## config.mk

```make
export PLATFORM = sky130hd
export DESIGN_NAME = rhsm_mulmod
export DESIGN_NICKNAME = d
export VERILOG_FILES = /design/src/hw/rtl/rolling_hash_substring_match_top_defines.svh /design/src/hw/rtl/rhsm_pkg.sv /design/src/hw/rtl/rhsm_mulmod.sv
export SDC_FILE = /design/constraint.sdc
export NUM_CORES = 2
export LEC_CHECK = 0
export CORE_UTILIZATION = 45
export DETAILED_ROUTE_END_ITERATION = 16
export DONT_BUFFER_PORTS = 1
export PLACE_DENSITY = 0.72
export SKIP_LAST_GASP = 1
export SYNTH_ARGS = -nofsm -noshare
export SYNTH_HDL_FRONTEND = slang
export SYNTH_SLANG_ARGS = --single-unit
```

## constraint.sdc

```tcl
create_clock -name clk -period 9.43 [get_ports clk]
set_input_delay 0.943 -clock clk [delete_from_list [all_inputs] [get_ports clk]]
set_output_delay 0.943 -clock clk [all_outputs]
set_load 0.02 [all_outputs]
```

## src/hw/rtl/rolling_hash_substring_match_top_defines.svh

```systemverilog
// Assertion macros shared by the RTL of the rolling hash matcher.
// Define ASSERT_OFF to compile the checks out.
`ifndef ROLLING_HASH_SUBSTRING_MATCH_TOP_DEFINES_SVH
`define ROLLING_HASH_SUBSTRING_MATCH_TOP_DEFINES_SVH

`ifndef ASSERT_OFF

// Same-cycle implication
`define ASSERT_IMPLIES(label, ck, rn, ante, cons) \
    label: assert property (@(posedge ck) disable iff (!rn) (ante) |-> (cons)) \
        else $error("assertion failed");

// Next-cycle implication
`define ASSERT_NEXT(label, ck, rn, ante, cons) \
    label: assert property (@(posedge ck) disable iff (!rn) (ante) |=> (cons)) \
        else $error("assertion failed");

`else

`define ASSERT_IMPLIES(label, ck, rn, ante, cons)
`define ASSERT_NEXT(label, ck, rn, ante, cons)

`endif

`endif

```

## src/hw/rtl/rhsm_pkg.sv

```systemverilog
`timescale 1ns / 1ps

package rhsm_pkg;

    // Hash arithmetic
    localparam int unsigned HASH_W = 30;
    localparam int unsigned POS_W  = 32;
    localparam logic [HASH_W-1:0] HASH_MOD    = 30'd1000000009;
    localparam logic [5:0]        HASH_BASE   = 6'd31;
    localparam logic [7:0]        CHAR_OFFSET = 8'd96;

    // Barrett constant floor(2^60 / m)
    localparam logic [30:0] BARRETT_MU = 31'((64'd1 << 60) / 64'(HASH_MOD));

    localparam int unsigned MAX_PATTERN_DEF = 16;

    // Operation codes
    typedef enum logic [1:0] {
        OP_CLEAR   = 2'd0,
        OP_PATTERN = 2'd1,
        OP_TEXT    = 2'd2
    } op_t;

    // Reduction table for base times p, indexed by p[29:22]
    typedef logic [34:0] pow_tbl_t [256];

    function automatic pow_tbl_t build_pow_tbl();
        pow_tbl_t    tbl;
        logic [63:0] top;
        for (int i = 0; i < 256; i++)
        begin
            top    = (64'(i) * 64'(HASH_BASE)) << 22;
            tbl[i] = 35'((top / 64'(HASH_MOD)) * 64'(HASH_MOD));
        end
        return tbl;
    endfunction

    localparam pow_tbl_t POW_TBL = build_pow_tbl();

    // One step of the power sequence: p * base mod m
    function automatic logic [HASH_W-1:0] times_base(input logic [HASH_W-1:0] p);
        logic [34:0] prod;
        logic [30:0] rem;
        prod = {5'b0, p} * {29'b0, HASH_BASE};
        rem  = 31'(prod - POW_TBL[p[29:22]]);
        return (rem >= {1'b0, HASH_MOD}) ? 30'(rem - {1'b0, HASH_MOD}) : rem[29:0];
    endfunction

    function automatic logic [HASH_W-1:0] addmod(input logic [HASH_W-1:0] a,
                                                 input logic [HASH_W-1:0] b);
        logic [30:0] sum;
        sum = {1'b0, a} + {1'b0, b};
        return (sum >= {1'b0, HASH_MOD}) ? 30'(sum - {1'b0, HASH_MOD}) : sum[29:0];
    endfunction

    function automatic logic [HASH_W-1:0] submod(input logic [HASH_W-1:0] a,
                                                 input logic [HASH_W-1:0] b);
        logic [30:0] dif;
        dif = (a >= b) ? ({1'b0, a} - {1'b0, b})
                       : ({1'b0, a} + {1'b0, HASH_MOD} - {1'b0, b});
        return dif[29:0];
    endfunction

endpackage

```

## src/hw/rtl/rhsm_mulmod.sv

```systemverilog
`timescale 1ns / 1ps

// Pipelined a * b mod m, Barrett reduction, five register stages.
// A tag travels alongside each operand pair.
module rhsm_mulmod #(
    parameter int unsigned TAG_W = rhsm_pkg::POS_W
) (
    input  logic                        clk,
    input  logic                        rst_n,
    input  logic                        en,
    input  logic                        in_vld,
    input  logic [rhsm_pkg::HASH_W-1:0] a,
    input  logic [rhsm_pkg::HASH_W-1:0] b,
    input  logic [TAG_W-1:0]            in_tag,
    output logic                        out_vld,
    output logic [rhsm_pkg::HASH_W-1:0] res,
    output logic [TAG_W-1:0]            out_tag
);

    localparam int unsigned STAGES = 5;

    logic [STAGES-1:0] vld_reg;
    logic [TAG_W-1:0]  tag_reg [STAGES];

    logic [59:0] prod_reg;
    logic [61:0] q2_reg;
    logic [31:0] x2_reg;
    logic [31:0] qm_reg;
    logic [31:0] x3_reg;
    logic [31:0] r4_reg;
    logic [rhsm_pkg::HASH_W-1:0] res_reg;

    logic [59:0] prod_next;
    logic [61:0] q2_next;
    logic [60:0] qm_full;
    logic [31:0] r4_next;
    logic [31:0] mod_x1;
    logic [31:0] mod_x2;
    logic [rhsm_pkg::HASH_W-1:0] res_next;

    // Stage arithmetic
    always_comb
    begin
        prod_next = {30'b0, a} * {30'b0, b};
        q2_next   = {31'b0, prod_reg[59:29]} * {31'b0, rhsm_pkg::BARRETT_MU};
        qm_full   = {30'b0, q2_reg[61:31]} * {31'b0, rhsm_pkg::HASH_MOD};
        r4_next   = x3_reg - qm_reg;
        mod_x1    = {2'b0, rhsm_pkg::HASH_MOD};
        mod_x2    = {1'b0, rhsm_pkg::HASH_MOD, 1'b0};
        if (r4_reg >= mod_x2)
        begin
            res_next = 30'(r4_reg - mod_x2);
        end
        else if (r4_reg >= mod_x1)
        begin
            res_next = 30'(r4_reg - mod_x1);
        end
        else
        begin
            res_next = r4_reg[29:0];
        end
    end

    // Valid shift line
    always_ff @(posedge clk or negedge rst_n)
    begin
        if (!rst_n)
        begin
            vld_reg <= '0;
        end
        else if (en)
        begin
            vld_reg <= {vld_reg[STAGES-2:0], in_vld};
        end
    end

    // Datapath and tags
    always_ff @(posedge clk)
    begin
        if (en)
        begin
            prod_reg   <= prod_next;
            q2_reg     <= q2_next;
            x2_reg     <= prod_reg[31:0];
            qm_reg     <= qm_full[31:0];
            x3_reg     <= x2_reg;
            r4_reg     <= r4_next;
            res_reg    <= res_next;
            tag_reg[0] <= in_tag;
            for (int i = 1; i < STAGES; i++)
            begin
                tag_reg[i] <= tag_reg[i-1];
            end
        end
    end

    assign out_vld = vld_reg[STAGES-1];
    assign out_tag = tag_reg[STAGES-1];
    assign res     = res_reg;

endmodule

```

Word level (Yosys, flattened, before mapping)
Memory sizes are Yosys's and may differ from the RTL's.
Cells that the tools add are included.
{"block": "totals", "reg_bits": 284, "ram_bits": 160, "in_bits": 96, "output_inout_bits": 63, "elab_cells": 21, "memories": 1}
{"memory": "tag_reg", "words": 5, "word_bits": 32, "rd": 5, "rd_ports_with_merged_regs": 0, "wr": 5, "line": "rhsm_mulmod.sv:23", "source": "logic [TAG_W-1:0] tag_reg [STAGES];"}
{"block": "classes", "add_sub_neg": 3, "n_mul": 3, "order_cmp": 2, "mux": 4}
{"operator": "$mul 31x30->61 const B", "n": 1}
{"operator": "$mul 30x30->60", "n": 1}
{"operator": "$mux 30", "n": 2}
{"operator": "$sub 30x30->30 const B", "n": 2}
{"operator": "$ge 32x30->1 const B", "n": 1}
{"operator": "$ge 32x31->1 const B", "n": 1}
{"operator": "$mul 31x30->32 const B", "n": 1}
{"operator": "$sub 32x32->32", "n": 1}
{"operator": "$mux 1", "n": 2}

Logic depth before layout (Yosys ltp)
{"block": "logic_depth", "word_depth": 3, "depth_mapped": 29}

Worst setup path before layout
Ideal clock, no wire load.
{"block": "synth_timing", "kind": "input to register", "from": "in a[10] (netlist bit)", "to": "reg prod_reg[48], data pin", "setup_time_ns": 0.269, "t_arrival_ns": 7.653, "t_required_ns": 9.161, "setup_slack_ns": 1.508, "stages": 28, "cell_sequence": "clkbuf_1 and2_1 fa_1 inv_1 fa_1 inv_1 fa_1 inv_1 fa_1 inv_1 fa_1 fa_1 fa_1 inv_1 fa_1 inv_1 ha_1 buf_2 a21oi_1 o21ai_0 a221o_1 o21a_1 a21oi_4 a21oi_1 a311o_1 a21oi_1 o31ai_1 xor2_1"}
{"block": "synth_between", "elab_chain_len": 1}
{"item": "from (decl)", "line": "rhsm_mulmod.sv:12", "source": "input logic [rhsm_pkg::HASH_W-1:0] a,"}
{"item": "$mul 30x30->60", "line": "rhsm_mulmod.sv:44", "source": "prod_next = {30'b0, a} * {30'b0, b};"}
{"item": "net prod_next[48]", "line": "rhsm_mulmod.sv:33", "source": "logic [59:0] prod_next;"}
{"item": "to (signal assigned)", "line": "rhsm_mulmod.sv:82", "source": "prod_reg <= prod_next;"}
{"item": "to (decl)", "line": "rhsm_mulmod.sv:25", "source": "logic [59:0] prod_reg;"}
The timed path passes the listed nets, and every way through them passes these cells.
A chain may end at the register's enable or synchronous reset.

Worst setup path in the final report
{"block": "layout_timing", "from": "reg prod_reg[46]", "to": "reg q2_reg[49], data pin"}
{"block": "layout_between", "elab_chain_len": 1}
{"item": "$mul 31x30->61", "line": "rhsm_mulmod.sv:45", "source": "q2_next = {31'b0, prod_reg[59:29]} * {31'b0, rhsm_pkg::BARRETT_MU};"}
{"item": "net q2_next[49]", "line": "rhsm_mulmod.sv:34", "source": "logic [61:0] q2_next;"}
{"item": "to (signal assigned)", "line": "rhsm_mulmod.sv:83", "source": "q2_reg <= q2_next;"}
{"item": "to (decl)", "line": "rhsm_mulmod.sv:26", "source": "logic [61:0] q2_reg;"}
The timed path passes the listed nets, and every way through them passes these cells.

==> results.yml <==
run_status:
  run_status: "completed"
sta:
  timing.final.crit_period_ns: 8.18
  final_max_slew_viol_count: 0
  tightest_slew_ns: 1.18
  report.final.setup_viol: 0
  final_hold_viol_count: 0
  clock-skew-final_ns: 0.0270
  max-slew-margin-rel_pct: 21.2
  final.setup.tns_ns: 0
  grt_setup_unrepaired: "no"
  max_clock_freq_mhz: 122
  part_of_the_cycle_the_worst_path_needs_pct: 86.7
worst_setup_path:
  worstReg2RegEnd: "q2_reg[49]"
  timing.critical_path.slowest_cell_delay_ns: 0.67
  cp_max_fo: 7
  worst_r2r_startpoint: "prod_reg[46]"
  crit_buf_inv: 6
  crit_path_frequent_cell: "sky130_fd_sc_hd__fa_1"
  timing_worst_setup_path_type: "register to register"
  worst_ep_required_time_ns: 9.77
  crit_family: "adder cells"
  worstSetupStartpointType: "register"
  worst_ep_arrival_time_ns: 8.52
  r2r_cells: 25
  worst_path_max_delay_cell: "sky130_fd_sc_hd__edfxtp_1"
  r2r_setup_slack_ns: 1.25
  cp-end-kind: "register"
placement:
  port-buffer-count: 0
  post_dp_cell_area_mm2: 0.0675
  dp.final_hpwl_um: 123000
  place_congestion: 0.949
die:
  start_util_pct: 45.3
  core.rowCount: 140
  die_height_um: 385
  fp.dieW_um: 385
  io_pins: 159
  die_area_mm2: 0.148
  floorplan.core_area_mm2: 0.146
worst_hold_path:
  timing.hold.worst.start: "tag_reg[0][79]"
  hold_path.class: "register to register"
  hold_depth: 0
  whs_endpoint: "tag_reg[0][111]"
yosys:
  synth_edf_count: 409
  synthesis.nets: 8398
  synthDominantAreaCellType: "sky130_fd_sc_hd__fa_1"
  syn_area_per_cell_um2: 10.6
  synth_ff_type: "sky130_fd_sc_hd__edfxtp_1"
  synth.area.top_cells: "sky130_fd_sc_hd__fa_1 (37%), sky130_fd_sc_hd__edfxtp_1 (19%), sky130_fd_sc_hd__ha_1 (17%)"
  synth_top_family_by_area: "adder cells"
  netlist_cell_types: 85
  ys_ff_latch: 414
  yosys_warn_count: 0
  synth-compound-area-share_pct: 4.73
  asyncSetResetFlopFracSynth_pct: 1.21
  syn_inst: 6206
  post_synthesis_instance_area_mm2: 0.0660
  synth_seq_area_share_pct: 18.8
  synth_largest_type_area_fraction_pct: 37.1
  yosys.area_share.xor_xnor_pct: 2.62
  synth.area.mux_share_pct: 0.0853
  synth-simple-area-share_pct: 9.48
  yosys.area_share.adder_pct: 53.7
cts:
  post_cts_resize_count: 0
  clock-root-buffer: "sky130_fd_sc_hd__clkbuf_16"
  cts_tree: "done"
  number_of_buffers_added_by_the_clock_tree_synthesis_step: 45
  holdBufCountCts: 1
  post_cts_setup_buffer_count: 0
  cts_max_path_buffers: 3
  htreeDepth: 2
  worst_setup_hold_path_clk_slew_ns: 0.06
  clkSinkCount: 414
  clk_lat_worst_skew_ns: 0.60
routing:
  via_count_normalized_by_instance_count: 5.16
  postRouteAntennaNets: 0
  drt_iter0_drc: 2795
  detail_route.drc_violations: 0
  drt_first_pass_iters: 6
  wl_um: 154000
  detailroute.via_count: 41300
  route.detailed.wl_per_inst_um: 19.2
finish:
  post-route-cell-area_mm2: 0.0690
  final_nets: 8235
  areaGrowthSynthToFinish_pct: 4.56
  seq_area_mm2: 0.0124
  multi_input_comb_area_mm2: 0.0466
  fill_cells: 13100
  post_route_cells_drive_above_1_share_pct: 2.07
  largest_register_ffs: 160
global_routing:
  antenna_found_initial: 2
  gr-total-overflow: 0
  grt_util_all_layers_pct: 21.3
  first_pass_grt_wire_length_um: 247000
  via_count_of_the_first_global_routing_pass: 45800
  grt_start_max_net_pins: 415
job:
  cap_violations: 0
[cell usage in the layout, fill, tap and decap left out, drive strengths merged, types with 21 or more instances in the layout]
cell type and n:
nand2 440, xnor2 138, nor3 21, nor2 71
and2 541, nand2b 21, xor2 59, o21bai 24
edfxtp 409, fa 1224, a21oi 159, inv 1592
o21a 24, ha 872, nand3 27, o21ai 79
a21o 60, clkbuf 59
[metal layers]
metal  track usage [%]  part of all wire (%)  vias to the layer above
met3              3.69                   7.3                      257
met5                 0                     0                        -
met1              28.0                    42                    21000
met4              6.29                   3.0                        0
li1                  -                     -                    18700
met2              36.0                    48                     1344
[logic make-up after synthesis]
family                     after synthesis
DFF                                    414
AOI/OAI and AO/OA                      470
and+or+nand+nor                       1204
muxes                                    5
xor gates and xnor gates               197
adders and majority gates             2096
buffers and inverters                 1820
[cell usage after synthesis (24+ instances only)]
cell / count
sky130_fd_sc_hd__inv_1: 1591
sky130_fd_sc_hd__o21a_1: 24
sky130_fd_sc_hd__a21oi_1: 153
sky130_fd_sc_hd__xor2_1: 59
sky130_fd_sc_hd__nand2_1: 440
sky130_fd_sc_hd__clkbuf_1: 184
sky130_fd_sc_hd__o21ai_0: 66
sky130_fd_sc_hd__ha_1: 872
sky130_fd_sc_hd__edfxtp_1: 409
sky130_fd_sc_hd__a21o_1: 60
sky130_fd_sc_hd__nand3_1: 26
sky130_fd_sc_hd__and2_1: 540
sky130_fd_sc_hd__nor2_1: 71
sky130_fd_sc_hd__buf_4: 33
sky130_fd_sc_hd__xnor2_1: 138
sky130_fd_sc_hd__fa_1: 1224
[worst max-delay path by stage]
stage	startpoint	to	cells after the start	slack (ns)
global route	prod_reg[46]	q2_reg[49]	25	0.92
detailed placement	b[3]	prod_reg[57]	26	0.95
floorplan	a[10]	prod_reg[48]	28	1.51
CTS	prod_reg[46]	q2_reg[49]	25	1.34
global placement	b[3]	prod_reg[57]	26	1.04
finish	prod_reg[46]	q2_reg[49]	25	1.25
[per-stage QoR]
step	util [%]	std cells	setup WS, ns	hold slack (ns)
6_report	47.4	8001	1.25	0.399
4_1_cts	47.4	7995	1.34	0.396
3_3_place_gp	46.4	7912	1.04	0.400
5_1_grt	47.4	7995	0.923	0.400
2_1_floorplan	-	6206	1.51	0.400
3_5_place_dp	46.4	7912	0.954	0.405
[layout make-up]
type,count,area share (%)
diodes,6,0.0218
clock inverters,23,0.356
flip-flops and latches,414,18.0
repair buffers,19,0.210
multi-input cells,3972,67.5
clock buffers,59,1.77
well taps,1917,3.48
inverters,1591,8.66
Power is left out: the tool's default activity adds up to more than one toggle a clock period on the data nets, which glitch-free logic cannot reach.
